**config.mk**
```make
export PLATFORM = sky130hd
export DESIGN_NAME = ddwd_mul
export DESIGN_NICKNAME = d
export VERILOG_FILES = /design/src/design/ddwd_pkg.sv /design/src/design/ddwd_mul.sv
export SDC_FILE = /design/constraint.sdc
export NUM_CORES = 2
export LEC_CHECK = 0
export BUFFER_PORTS_ARGS = -buffer_cell sky130_fd_sc_hd__buf_4
export CORE_MARGIN = 2
export CORE_UTILIZATION = 50
export DETAILED_ROUTE_END_ITERATION = 8
export PLACE_DENSITY = 0.66
export SYNTH_ARGS = -nofsm -noshare
export SYNTH_HDL_FRONTEND = slang
export SYNTH_SLANG_ARGS = --single-unit
export TNS_END_PERCENT = 30
```
**constraint.sdc**
```tcl
create_clock -name clk -period 19.1 [get_ports clk]
set_clock_uncertainty 0.05 [all_clocks]
set_input_delay 0.955 -clock clk [delete_from_list [all_inputs] [get_ports clk]]
set_output_delay 0.955 -clock clk [all_outputs]
set_load 0.02 [all_outputs]
```
**src/design/ddwd_pkg.sv**
```systemverilog
// Shared types, constants and helper functions for the differential-drive wheel dynamics block.
package ddwd_pkg;

	localparam int ITERATIONS = 10;
	localparam int SIG_ENTRIES = 256;
	localparam int ITER_W = $clog2(ITERATIONS + 1);
	localparam int SIG_IDX_W = $clog2(SIG_ENTRIES);
	localparam int CFG_IDX_W = 3;
	localparam int CFG_DATA_W = 32;

	// Register indexes of the configuration port.
	localparam logic [CFG_IDX_W-1:0] REG_INV_WHEEL_RADIUS = 3'd0;
	localparam logic [CFG_IDX_W-1:0] REG_WHEEL_RADIUS = 3'd1;
	localparam logic [CFG_IDX_W-1:0] REG_HALF_TRACK_WIDTH = 3'd2;
	localparam logic [CFG_IDX_W-1:0] REG_INV_TRACK_WIDTH = 3'd3;
	localparam logic [CFG_IDX_W-1:0] REG_INV_TORQUE_SPREAD = 3'd4;
	localparam logic [CFG_IDX_W-1:0] REG_GAIN_LEFT_LEFT = 3'd5;
	localparam logic [CFG_IDX_W-1:0] REG_GAIN_LEFT_RIGHT = 3'd6;
	localparam logic [CFG_IDX_W-1:0] REG_GAIN_RIGHT_RIGHT = 3'd7;

	typedef struct packed {
		logic signed [31:0] velocity_cmd;
		logic signed [31:0] turn_rate_cmd;
	} cmd_t;

	typedef struct packed {
		logic signed [31:0] velocity_out;
		logic signed [31:0] turn_rate_out;
	} res_t;

	typedef struct packed {
		logic [30:0] inv_wheel_radius;
		logic [30:0] wheel_radius;
		logic [30:0] half_track_width;
		logic [30:0] inv_track_width;
		logic [30:0] inv_torque_spread;
		logic signed [31:0] gain_left_left;
		logic signed [31:0] gain_left_right;
		logic signed [31:0] gain_right_right;
	} cfg_t;

	typedef logic [SIG_ENTRIES-1:0][31:0] sig_tab_t;

	// Bit-serial restoring division, used only while building the constant table.
	function automatic logic [63:0] udiv64(input logic [63:0] num, input logic [63:0] den);
		logic [64:0] rem;
		logic [63:0] quo;
		rem = '0;
		quo = '0;
		for (int i = 63; i >= 0; i--) begin
			rem = {rem[63:0], num[i]};
			if (rem >= {1'b0, den}) begin
				rem = rem - {1'b0, den};
				quo[i] = 1'b1;
			end
		end
		return quo;
	endfunction

	// Centred sigmoid table built from a Taylor-series exponential.
	function automatic sig_tab_t build_sig_table();
		sig_tab_t tab;
		logic [63:0] h;
		logic [63:0] term;
		logic signed [63:0] sum;
		logic [63:0] q;
		logic [63:0] pw;
		logic [63:0] num;
		logic [63:0] g;
		int hi;
		int lo;
		tab = '0;
		h = (64'd8 << 32) / SIG_ENTRIES;
		term = 64'd1 << 32;
		sum = 64'sd1 << 32;
		for (int k = 1; k <= 12; k++) begin
			term = udiv64((term * h) >> 32, 64'(k));
			if (k % 2 == 1) sum = sum - $signed(term);
			else sum = sum + $signed(term);
		end
		q = sum;
		pw = 64'd1 << 32;
		for (int m = 0; m < SIG_ENTRIES; m++) begin
			if (((SIG_ENTRIES - 1 + m) % 2) == 0) begin
				hi = (SIG_ENTRIES - 1 + m) / 2;
				lo = (SIG_ENTRIES - 1 - m) / 2;
				num = ((64'd1 << 32) - pw) << 15;
				g = udiv64(num, (64'd1 << 32) + pw);
				tab[hi] = g[31:0];
				tab[lo] = 32'(-g);
			end
			pw = (pw * q + 64'h8000_0000) >> 32;
		end
		return tab;
	endfunction

	localparam sig_tab_t SIG_TABLE = build_sig_table();

	// Saturate a 33-bit sum or difference to 32-bit signed.
	function automatic logic signed [31:0] sat33(input logic signed [32:0] x);
		if (x[32] != x[31]) return {x[32], {31{~x[32]}}};
		return x[31:0];
	endfunction

	// Look up the centred sigmoid; arguments beyond the table use the end cells.
	function automatic logic signed [31:0] sig_lookup(input logic signed [31:0] x);
		logic signed [47:0] t;
		logic signed [47:0] idx_full;
		logic [SIG_IDX_W-1:0] idx;
		t = (48'(x) + 48'sd524288) * 48'(SIG_ENTRIES);
		idx_full = t >>> 20;
		if (idx_full < 0) idx = '0;
		else if (idx_full > 48'(SIG_ENTRIES - 1)) idx = SIG_IDX_W'(SIG_ENTRIES - 1);
		else idx = idx_full[SIG_IDX_W-1:0];
		return $signed(SIG_TABLE[idx]);
	endfunction

endpackage

```
**src/design/ddwd_mul.sv**
```systemverilog
// Shared registered multiplier with Q16.16 rescale and 32-bit saturation.
module ddwd_mul (
	input  logic clk,
	input  logic en,
	input  logic signed [32:0] a,
	input  logic signed [32:0] b,
	input  logic sh17,
	output logic signed [31:0] res
);
	import ddwd_pkg::*;

	logic signed [65:0] product_q;
	logic sh17_q;
	logic signed [65:0] shifted;

	always_ff @(posedge clk) begin
		if (en) begin
			product_q <= 66'(a) * 66'(b);
			sh17_q <= sh17;
		end
	end

	// Arithmetic shift floors toward minus infinity.
	assign shifted = sh17_q ? (product_q >>> 17) : (product_q >>> 16);

	always_comb begin
		if (shifted[65:31] == '0 || shifted[65:31] == '1) res = shifted[31:0];
		else res = {shifted[65], {31{~shifted[65]}}};
	end

endmodule

```
## Yosys cells after proc, flatten, opt, wreduce, memory -nomap -nowiden

Cells that the tools add are included.

- Register bits: 67
- Bits of input ports: 69
- Output and inout bits: 32
- Logic and storage cells: 9

- Multiply operators: 1
- Equal/unequal tests: 1
- Mux-type cells: 2
- Bitwise operators: 1
- Reductions and logical operators: 2

Operators by type and width:

| kind | number |
|---|---|
| $mul A33 B33 Y66 | 1 |
| $mux W49 | 1 |
| $eq A35 B35 Y1 const B | 1 |
| $logic_not A35 Y1 | 1 |
| $mux W32 | 1 |
| $logic_or A1 B1 Y1 | 1 |
| $not A1 Y1 | 1 |

## Depth between registers and ports, before layout

- Word-level depth: 4
- Gate-level depth with buffers: 28
- Mapped depth without buffers: 27

## Least setup slack after synthesis

No wires, ideal clock.

- Path type: input to register
- From: input port a[32]
- To: register product_q[63], data pin
- Setup time: 0.258 ns
- Arrival time: 8.416 ns
- Required time: 18.792 ns
- Slack: 10.376 ns
- Stages: 27
- Path buffers: 1
- Path through: clkbuf_1 -> nand2_1 -> inv_1 -> fa_1 -> inv_1 -> fa_1 -> inv_1 -> fa_1 -> inv_1 -> fa_1 -> inv_1 -> fa_1 -> fa_1 -> fa_1 -> inv_1 -> fa_1 -> inv_1 -> ha_1 -> a21oi_1 -> o21bai_1 -> a21o_1 -> a31oi_1 -> o21ai_0 -> o2bb2ai_1 -> a311o_1 -> a21oi_2 -> xnor2_1

- Longest elaborated chain between the ends: 1

RTL lines:

| element | line | text |
|---|---|---|
| start, declared | ddwd_mul.sv:5 | `input logic signed [32:0] a,` |
| $mul A33 B33 Y66 | ddwd_mul.sv:18 | `product_q <= 66'(a) * 66'(b);` |
| end signal, assigned | ddwd_mul.sv:18 |  |
| end, declared | ddwd_mul.sv:12 | `logic signed [65:0] product_q;` |

No other way between the ends.
A chain may end at the register's enable or synchronous reset.

## Final worst setup path

Ends and elaborated chain as after synthesis.

==> results.sh <==
export IMPL_num_nets_final=5581
export IMPL_area_delta_synth_final_pct=3.63
export IMPL_gp_congestion=0.883
export IMPL_grt_pass1_vias=30400
export IMPL_fmax_mhz=108
export IMPL_synth_area_per_cell_um2=9.47
export IMPL_crit_family="adder cells"
export IMPL_yosys_area_top_type_share_pct=56.7
export IMPL_synth_cell_types=61
export IMPL_hold_buffers=0
export IMPL_path_max_fanout=33
export IMPL_fin_crit_sh_pct=48.7
export IMPL_async_flop_share_pct=0
export IMPL_finalWorstPathRequiredPeriod_ps=9300
export IMPL_hold_end="sh17_q$_DFFE_PP_"
export IMPL_syn_area_um2=40400
export IMPL_dieArea_um2=83000
export IMPL_setup_tns_ps=0
export IMPL_cts_clk_slew_worst_paths_ps=70
export IMPL_seq_area_frac_synth_pct=3.79
export IMPL_setup_viol=0
export IMPL_rsz0062_at_grt="false"
export IMPL_cpMaxStageDelayCell="fa_1"
export IMPL_gr_total_overflow=0
export IMPL_grt_total_usage_pct=27.2
export IMPL_row_count=104
export IMPL_ys_seq_elements=51
export IMPL_yosysWarnings=0
export IMPL_grt_max_degree=52
export IMPL_io_buffer_count=100
export IMPL_post_cts_setup_buffer_count=0
export IMPL_synthTopCellsByArea="fa_1 57%, inv_1 10%, and2_1 8.9%"
export IMPL_cts_repair_resized=0
export IMPL_min_path_cells=1
export IMPL_worstHoldPathType="in -> reg"
export IMPL_drc=0
export IMPL_cts_tree="built"
export IMPL_syn_nets=5687
export IMPL_tightest_slew_ps=1010
export IMPL_wl_per_cell_um=20.6
export IMPL_synth_edff_count=51
export IMPL_min_from="sh17"
export IMPL_synthCells=4262
export IMPL_dp_hpwl_mm=83.3
export IMPL_grt_antenna_before_repair=1
export IMPL_yosys_area_top_type="fa_1"
export IMPL_cp_required_ps=19110
export IMPL_viasPerCell=5.33
export IMPL_die_w_um=288
export IMPL_cpMostUsedCell="fa_1"
export IMPL_die_y_um=288
export IMPL_drv_slew=0
export IMPL_final_hold_viol_count=0
export IMPL_critical_path_class="in -> reg"
export IMPL_max_stage_delay_ps=1020
export IMPL_drive_above_1_share_pct=3.15
export IMPL_synth_flop_cell="edfxtp_1"
export IMPL_postRouteAntennaNets=0
export IMPL_cts_buffers=5
export IMPL_arrival_ps=9300
export IMPL_cp_start_kind="input pin"
export IMPL_clk_path_buf_depth=2
export IMPL_routed_wl_mm=107
export IMPL_drt_iter0_drc=1569
export IMPL_cts_max_level=2
export IMPL_status="finished, final reports clean"
export IMPL_initial_utilization_pct=50.3
export IMPL_num_io_pins=101
export IMPL_drt_pass1_iterations=5
export IMPL_grt_pass1_wl_mm=170
export IMPL_clkSinkCount=51
export IMPL_cap_violations=0
export IMPL_relSlewSlack_pct=32.4
export IMPL_core_area_um2=80300
export IMPL_cts_root_buf="clkbuf_16"
export IMPL_vias=27800
export IMPL_path_buf_inv=8
export IMPL_end_kind="register"
[metal layers]
metal	share of wire [%]	vias up	routed length (um)	global-route usage [%]
met5	0.011	-	12	0
met4	5.5	2	5940	12.7
met1	37	14800	39200	32.2
met3	4.3	259	4640	2.81
met2	54	808	57500	49.5
li1	-	11900	-	-
[stage by stage]
step                util, %  cells  setup slack (ps)  hold slack (ps)  area (um2)
floorplan                 -   4262             10380             1000       40400
global placement       51.9   5209              9610             1090       41700
detailed placement     51.9   5209              9510             1090       41700
CTS                    52.1   5217              9810              772       41800
global route           52.1   5217              9280              764       41800
finish                 52.1   5218              9800              782       41800
[registers in the layout, indices dropped and copies added (netlist names)]
register	flops
sh17_q	1
product_q	50
[placed cells by master, fill, tap and decap left out, types with 43 or more instances in the layout]
cell	instances
fa_1	1144
inv_1	1129
and2_1	577
nand2_1	539
ha_1	212
buf_4	103
nor2_1	79
edfxtp_1	51
a21oi_1	45
xnor2_1	43
[layout make-up]
type | instances | area [um2]
diodes | 1 | 2.50
clock buffers | 5 | 125
clock inverters | 3 | 43.8
fillers | 7421 | 38500
inverters | 1129 | 4240
multi-input cells | 2866 | 33800
flip-flops and latches | 51 | 1530
well taps | 1060 | 1330
repair buffers | 103 | 773
[cells by family after synthesis]
| group | Yosys count | synth area share (%) |
|---|---|---|
| buffers and inverters | 1345 | 12.5 |
| XOR/XNOR | 64 | 1.39 |
| AND/OR/NAND/NOR | 1262 | 15.8 |
| flip-flops | 51 | 3.79 |
| adder cells (fa/ha/maj) | 1356 | 63.3 |
| AO/OA/AOI/OAI | 184 | 3.22 |
[Yosys cell counts, types with 5 or more instances]
cell and n:
nand4_1 15, nor2_1 79, xor2_1 21, inv_1 1129
clkbuf_1 215, a21o_1 28, and2_1 577, a31oi_1 6
fa_1 1144, a21oi_1 45, and4_1 5, nand3_1 5
edfxtp_1 51, o21ai_0 27, and3_1 9, ha_1 212
a211oi_1 39, nand2_1 539, nand2b_1 8, nor4_1 8
xnor2_1 43
[how the worst max path moves through the flow]
stage / start / to / slack [ps] / cells past startpoint
global route: a[32] / product_q[63]$_DFFE_PP_ / 9280 / 27
finish: a[32] / product_q[63]$_DFFE_PP_ / 9800 / 27
detailed placement: a[32] / product_q[63]$_DFFE_PP_ / 9510 / 27
CTS: a[32] / product_q[63]$_DFFE_PP_ / 9810 / 27
floorplan: a[32] / product_q[63]$_DFFE_PP_ / 10380 / 27
global placement: a[32] / product_q[63]$_DFFE_PP_ / 9610 / 27
Power is left out: the tool's default activity adds up to more than one toggle a clock period on the data nets, which glitch-free logic cannot reach.
