==> config.mk <==
export PLATFORM = sky130hd
export DESIGN_NAME = ddwd_cfg
export DESIGN_NICKNAME = d
export VERILOG_FILES = /design/src/design/ddwd_pkg.sv /design/src/design/ddwd_cfg.sv
export SDC_FILE = /design/constraint.sdc
export NUM_CORES = 1
export LEC_CHECK = 0
export BUFFER_PORTS_ARGS = -buffer_cell sky130_fd_sc_hd__buf_2
export CORE_MARGIN = 4
export CORE_UTILIZATION = 25
export CTS_BUF_LIST = sky130_fd_sc_hd__clkbuf_4
export CTS_CLUSTER_DIAMETER = 30
export DETAILED_ROUTE_END_ITERATION = 8
export GPL_TIMING_DRIVEN = 0
export PLACE_DENSITY = 0.47
export SYNTH_ARGS = -nofsm -noshare
export SYNTH_HDL_FRONTEND = slang
export SYNTH_SLANG_ARGS = --single-unit
==> constraint.sdc <==
create_clock -name clk -period 1.2 [get_ports clk]
set_input_delay 0.12 -clock clk [delete_from_list [all_inputs] [get_ports clk]]
set_output_delay 0.12 -clock clk [all_outputs]
set_load 0.05 [all_outputs]
==> src/design/ddwd_pkg.sv <==
// Shared types, constants and helper functions for the differential-drive wheel dynamics block.
package ddwd_pkg;

	localparam int ITERATIONS = 10;
	localparam int SIG_ENTRIES = 256;
	localparam int ITER_W = $clog2(ITERATIONS + 1);
	localparam int SIG_IDX_W = $clog2(SIG_ENTRIES);
	localparam int CFG_IDX_W = 3;
	localparam int CFG_DATA_W = 32;

	// Register indexes of the configuration port.
	localparam logic [CFG_IDX_W-1:0] REG_INV_WHEEL_RADIUS = 3'd0;
	localparam logic [CFG_IDX_W-1:0] REG_WHEEL_RADIUS = 3'd1;
	localparam logic [CFG_IDX_W-1:0] REG_HALF_TRACK_WIDTH = 3'd2;
	localparam logic [CFG_IDX_W-1:0] REG_INV_TRACK_WIDTH = 3'd3;
	localparam logic [CFG_IDX_W-1:0] REG_INV_TORQUE_SPREAD = 3'd4;
	localparam logic [CFG_IDX_W-1:0] REG_GAIN_LEFT_LEFT = 3'd5;
	localparam logic [CFG_IDX_W-1:0] REG_GAIN_LEFT_RIGHT = 3'd6;
	localparam logic [CFG_IDX_W-1:0] REG_GAIN_RIGHT_RIGHT = 3'd7;

	typedef struct packed {
		logic signed [31:0] velocity_cmd;
		logic signed [31:0] turn_rate_cmd;
	} cmd_t;

	typedef struct packed {
		logic signed [31:0] velocity_out;
		logic signed [31:0] turn_rate_out;
	} res_t;

	typedef struct packed {
		logic [30:0] inv_wheel_radius;
		logic [30:0] wheel_radius;
		logic [30:0] half_track_width;
		logic [30:0] inv_track_width;
		logic [30:0] inv_torque_spread;
		logic signed [31:0] gain_left_left;
		logic signed [31:0] gain_left_right;
		logic signed [31:0] gain_right_right;
	} cfg_t;

	typedef logic [SIG_ENTRIES-1:0][31:0] sig_tab_t;

	// Bit-serial restoring division, used only while building the constant table.
	function automatic logic [63:0] udiv64(input logic [63:0] num, input logic [63:0] den);
		logic [64:0] rem;
		logic [63:0] quo;
		rem = '0;
		quo = '0;
		for (int i = 63; i >= 0; i--) begin
			rem = {rem[63:0], num[i]};
			if (rem >= {1'b0, den}) begin
				rem = rem - {1'b0, den};
				quo[i] = 1'b1;
			end
		end
		return quo;
	endfunction

	// Centred sigmoid table built from a Taylor-series exponential.
	function automatic sig_tab_t build_sig_table();
		sig_tab_t tab;
		logic [63:0] h;
		logic [63:0] term;
		logic signed [63:0] sum;
		logic [63:0] q;
		logic [63:0] pw;
		logic [63:0] num;
		logic [63:0] g;
		int hi;
		int lo;
		tab = '0;
		h = (64'd8 << 32) / SIG_ENTRIES;
		term = 64'd1 << 32;
		sum = 64'sd1 << 32;
		for (int k = 1; k <= 12; k++) begin
			term = udiv64((term * h) >> 32, 64'(k));
			if (k % 2 == 1) sum = sum - $signed(term);
			else sum = sum + $signed(term);
		end
		q = sum;
		pw = 64'd1 << 32;
		for (int m = 0; m < SIG_ENTRIES; m++) begin
			if (((SIG_ENTRIES - 1 + m) % 2) == 0) begin
				hi = (SIG_ENTRIES - 1 + m) / 2;
				lo = (SIG_ENTRIES - 1 - m) / 2;
				num = ((64'd1 << 32) - pw) << 15;
				g = udiv64(num, (64'd1 << 32) + pw);
				tab[hi] = g[31:0];
				tab[lo] = 32'(-g);
			end
			pw = (pw * q + 64'h8000_0000) >> 32;
		end
		return tab;
	endfunction

	localparam sig_tab_t SIG_TABLE = build_sig_table();

	// Saturate a 33-bit sum or difference to 32-bit signed.
	function automatic logic signed [31:0] sat33(input logic signed [32:0] x);
		if (x[32] != x[31]) return {x[32], {31{~x[32]}}};
		return x[31:0];
	endfunction

	// Look up the centred sigmoid; arguments beyond the table use the end cells.
	function automatic logic signed [31:0] sig_lookup(input logic signed [31:0] x);
		logic signed [47:0] t;
		logic signed [47:0] idx_full;
		logic [SIG_IDX_W-1:0] idx;
		t = (48'(x) + 48'sd524288) * 48'(SIG_ENTRIES);
		idx_full = t >>> 20;
		if (idx_full < 0) idx = '0;
		else if (idx_full > 48'(SIG_ENTRIES - 1)) idx = SIG_IDX_W'(SIG_ENTRIES - 1);
		else idx = idx_full[SIG_IDX_W-1:0];
		return $signed(SIG_TABLE[idx]);
	endfunction

endpackage

==> src/design/ddwd_cfg.sv <==
// Configuration register file of the wheel dynamics block.
module ddwd_cfg (
	input  logic clk,
	input  logic arst_n,
	input  logic cfg_we,
	input  logic [ddwd_pkg::CFG_IDX_W-1:0] cfg_index,
	input  logic [ddwd_pkg::CFG_DATA_W-1:0] cfg_data,
	output ddwd_pkg::cfg_t regs
);
	import ddwd_pkg::*;

	cfg_t regs_q;

	always_ff @(posedge clk or negedge arst_n) begin
		if (!arst_n) begin
			regs_q.inv_wheel_radius <= 31'd65536;
			regs_q.wheel_radius <= 31'd65536;
			regs_q.half_track_width <= 31'd65536;
			regs_q.inv_track_width <= 31'd32768;
			regs_q.inv_torque_spread <= 31'd65536;
			regs_q.gain_left_left <= '0;
			regs_q.gain_left_right <= '0;
			regs_q.gain_right_right <= '0;
		end else if (cfg_we) begin
			case (cfg_index)
				REG_INV_WHEEL_RADIUS: regs_q.inv_wheel_radius <= cfg_data[30:0];
				REG_WHEEL_RADIUS: regs_q.wheel_radius <= cfg_data[30:0];
				REG_HALF_TRACK_WIDTH: regs_q.half_track_width <= cfg_data[30:0];
				REG_INV_TRACK_WIDTH: regs_q.inv_track_width <= cfg_data[30:0];
				REG_INV_TORQUE_SPREAD: regs_q.inv_torque_spread <= cfg_data[30:0];
				REG_GAIN_LEFT_LEFT: regs_q.gain_left_left <= $signed(cfg_data);
				REG_GAIN_LEFT_RIGHT: regs_q.gain_left_right <= $signed(cfg_data);
				REG_GAIN_RIGHT_RIGHT: regs_q.gain_right_right <= $signed(cfg_data);
				default: ;
			endcase
		end
	end

	assign regs = regs_q;

endmodule

# == Word-level counts from Yosys, hierarchy flattened ==
# Cells that the tools add are included.
# op_classes
n_addsub,0
multipliers,0
div_mod_pow,0
order_cmp,0
eq_ne,7
shift,0
mux,0
n_bitwise,0
n_reduce_logical,9
# op_table
op,n
2-bit AND reduction,8
3-bit == test (second input constant),4
3-bit by 2-bit == test with 1-bit output (second input constant),2
3-bit by 1-bit == test with 1-bit output (second input constant),1
3-bit zero test,1
# totals
register_bits,251
latchBits,0
ram_bits,0
romBits,0
inputBits,38
output_inout_bits,251
elab_cells,24
mem_count,0

# == Depth between registers and ports, before layout ==
# logic_depth
ltp_word,2
ltp_mapped,4
ltp_nobuf,2

# == Least setup slack after synthesis ==
# Ideal clock, no wire load.
# synth_timing
path_kind,input -> register
from,in cfg_index[0] (netlist bit)
to,"reg regs_q, in the netlist regs[237]"
setup_ns,0.125
arrival_ns,1.161
t_required_ns,1.075
setup_slack_ns,-0.085
cell_stages,4
n_path_buf,2
path_cell_list,buf_4 -> nor4b_4 -> buf_6 -> mux2_2
# synth_via
elab_chain_len,2
# synth_lines
element,line,rtl
start: declaration,ddwd_cfg.sv:6,"input logic [ddwd_pkg::CFG_IDX_W-1:0] cfg_index,"
3-bit zero test,ddwd_cfg.sv:25,case (cfg_index)
2-bit AND reduction (no line),-,
end: declaration,ddwd_cfg.sv:12,cfg_t regs_q;
# Every way passes these cells.
# A chain may end at the register's enable or synchronous reset.

# == Final worst setup path ==
# layout_timing
from,"reg regs_q, in the netlist regs[205]"
to,out regs[205] (netlist bit)
# layout_rtl
element,line,rtl
end: declaration,ddwd_cfg.sv:8,output ddwd_pkg::cfg_t regs
# No word-level cell between the ends.

==> results.md <==
Status:
- The run finished, with violations left.
- The checks that failed: hold timing, setup timing.

Min path:
- The path type of the worst min-delay path is input port to asynchronous set/reset pin.

Floorplanning:
- The floorplan step defined a die boundary enclosing 40800 um^2.
- The floorplan step defined a core boundary enclosing 36870 um^2.
- The placement row count is 70.
- The overall die width is 202 um.
- The die is 202 um tall.
- The initial core utilization is 25.52%.
- The I/O pin total is 289.

Pwr:
- The combinational cell fraction of total power is 41.9%.
- The internal portion of the total power is 20.27 mW.
- Registers are responsible for 34.4% of the overall power.
- The ratio of total power to cell area is 2297 nW/um^2.
- The switching share of power is 40.53%.
- Summed over all cells, the static leakage comes to 6.900 nW.
- VDD sags by at most 1.347 mV.
- The share of power burned in the clock network is 23.7%.
- For this design the total switching power over the nets is 13.82 mW.

Synthesis:
- The net count after synthesis is 576.
- The netlist area before placement is 9409 um^2.
- In the synthesized netlist, the number of instances is 538.
- The number of library cell types mapped by synthesis is 12.
- In this run, synthesis produced a sequential element count of 251.
- Summed over all instances, the cell type with the most area after synthesis is dfrtp_1.
- After synthesis, flip-flops and latches occupy 66.82% of the total area.
- In the post-synthesis netlist, the biggest area contributors are dfrtp_1, mux2_2, mux2_1.
- The yosys synthesis warning count is 0.
- The synthesized area divided by synthesized cell count is 17.49 um^2.
- The top cell type's share of synthesized area is 65.43%.

Clocking:
- Buffers inserted during clock tree synthesis total 79.
- The TritonCTS clock tree is yes.
- The CTS H-tree depth is 3.
- The latest clock arrival within the worst-skew pair is 700 ps.
- No sink is reached through more buffers than the 3 on the longest clock path.
- The clock drives 251 sinks.
- CTS placed an instance of clkbuf_4 at the clock tree root.
- The register clock-pin slew on the reported worst setup and hold paths is 70 ps.

GRT:
- The initial antenna violation count was 1.
- The total overflow reported by the global router is 0.
- The total global routing track utilization is 14.33%.
- The maximum number of pins on one net before global-route repair is 109.
- The wire length of the first global-routing pass is 44.72 mm.
- The number of global-route vias before repair is 7172.

Worst setup path:
- For the worst flop-to-flop path, the logic depth is 3.
- The largest stage delay on the critical path is 550 ps.
- The worst setup path is launched from a flop.
- The startpoint-to-endpoint class of the critical path is flop to output port.
- The required time reported for the critical path endpoint is 1080 ps.
- In this run the number of cells on the critical path is 1.
- The buffering stage count on the worst path with inverters included is 1.
- The signal on the critical path passes through buf_8.
- The kind of cell with the highest combined delay along the critical path is flip-flops.
- Of all nets on the critical path, the largest fanout is 2.
- Data arrives at the worst endpoint at 1410 ps.
- The worst register-to-register path begins at regs[183].
- The kind of end point of the critical path is an output port.
- The endpoint of the worst-slack reg-to-reg timing path is regs[183].
- The register-to-register path setup slack is 180 ps.
- On the critical path, the stage with the largest delay is an instance of dfstp_2.

Routing:
- The wire length reported by the detailed router is 29.22 mm.
- The routed length per instance is 19.03 um.
- For this run, design rule violations remaining after detail routing come to 0.
- The post-detailed-route via-to-cell ratio is 4.154.
- The iteration count of the initial detailed-routing pass is 4.
- The final route contains 6376 vias.
- The detailed router's first-iteration violation count is 109.
- The number of nets with antenna violations after detailed routing is 0.

Timing:
- The clock arrives with 0 ps of skew.
- The setup slack of the critical path after layout is -325.0 ps.
- For this run, the top clock speed supported by timing is 655.7 MHz.
- The relative slew slack is 56.37%.
- The minimum clock period is 1525 ps.
- The number of max-slew violations in the final report was 0.
- The transition at the pin with the smallest max-transition slack is 654.5 ps.
- The setup-violating endpoint count in the final report is 361.
- The final worst hold slack is -95.97 ps.
- The period utilization is 127.1%.
- The hold violation total from the final report is 41.
- Setup repair after global routing could not meet its margin everywhere.

Layout:
- The net count of the finished layout is 1017.
- The register with the most flip-flops in the layout has 251 of them.
- The total of fill cells in the finished design is 3495.
- The top cell types in the final layout, fill and taps aside, are buf_6, dfrtp_1, mux2_2, clkbuf_4, buf_2.
- Compared with the post-synthesis result, the final layout area differs by 57.75%.
- Summing all non-filler instances in the final layout gives an area of 14840 um^2.
- In the final layout, the share of cells above drive strength 1 is 66.96%.
- Leaving out fill and tap cells, the most frequent cell in the layout is buf_6.

Placement:
- Summing all placed instances gives a cell area of 11620 um^2.
- The HPWL after detailed placement is 19.39 mm.
- The final weighted congestion in routability-driven placement is 0.6997.
- The worst slack after detailed placement is -428.3 ps.
- Input and output buffers added on the ports amount to 284.

Flow run:
- The count of maximum capacitance violations is 0.
[area by class of cell]
class / instances / area, um^2 / share of cell area (%)
clock inverters: 19 / 101.3 / 0.6828
plain buffers: 28 / 234.0 / 1.576
well taps: 504 / 630.6 / 4.249
multi-input cells: 259 / 3000 / 20.21
clock buffers: 112 / 840.8 / 5.665
diodes: 2 / 5.005 / 0.03372
flip-flops and latches: 251 / 6287 / 42.36
repair buffers: 360 / 3744 / 25.22
[power groups by stage]
stage	Combinational (mW)	Clock, mW	Sequential, mW
final	14.3	8.09	11.7
after global routing	14.8	9.00	12.0
after CTS	14.2	8.52	11.7
after detailed placement	11.6	0	11.4
after global placement	11.6	0	11.3
after floorplan	1.80	0	18.0
[Yosys cell counts]
library cell and number:
and4bb_2 3, buf_2 13, buf_4 12, buf_6 3, dfrtp_1 246, dfstp_2 5, mux2_1 39, mux2_2 212
nand4_1 1, nand4b_1 1, nand4b_2 2, nor4b_4 1
[logic make-up after synthesis]
family                 Yosys count  share of synthesized area [%]
buffers and inverters           28                          2.008
DFF                            251                          66.82
muxes                          251                          30.04
and+or+nand+nor                  8                          1.130
[timing repair]
| item | CTS | global route |
|---|---|---|
| hold buffers | 42 | 1 |
| endpoints found under the hold margin | 497 | 48 |
| gates resized for setup | 507 | 8 |
| endpoints found under the setup margin | 251 | 461 |
| pin swaps | 0 | 1 |
| buffers inserted | 15 | 17 |
[how the worst max path moves through the flow]
stage | from | endpoint | slack [ps]
2_1_floorplan | cfg_index[2] | regs[235] | -50
3_3_place_gp | arst_n | regs[16] | -4870
3_5_place_dp | cfg_we | regs[233] | -430
4_1_cts | regs[205] | regs[205] | -440
5_1_grt | regs[205] | regs[205] | -460
6_report | regs[205] | regs[205] | -330
[layer usage]
layer  GRT usage (%)  up-vias  wire length (um)
li1                -     2859                 -
met3           6.690       50              2558
met4           5.078        0               634
met1           17.07     3251             12100
met2           22.83      216             13930
met5               0        -                 0
[metrics by stage]
stage | hold WS (ps) | TNS (ps) | cells | power (mW) | utilization [%]
floorplan | -175.6 | -1562 | 538 | 19.83 | -
global placement | 390.4 | -1252730 | 1326 | 22.90 | 31.34
detailed placement | 40.85 | -49900 | 1328 | 23.01 | 31.51
CTS | -202.9 | -86230 | 1516 | 34.48 | 39.82
global route | -169.5 | -73980 | 1535 | 35.75 | 40.25
finish | -95.97 | -44290 | 1535 | 34.09 | 40.25
Power figures use the tool's default switching activity.
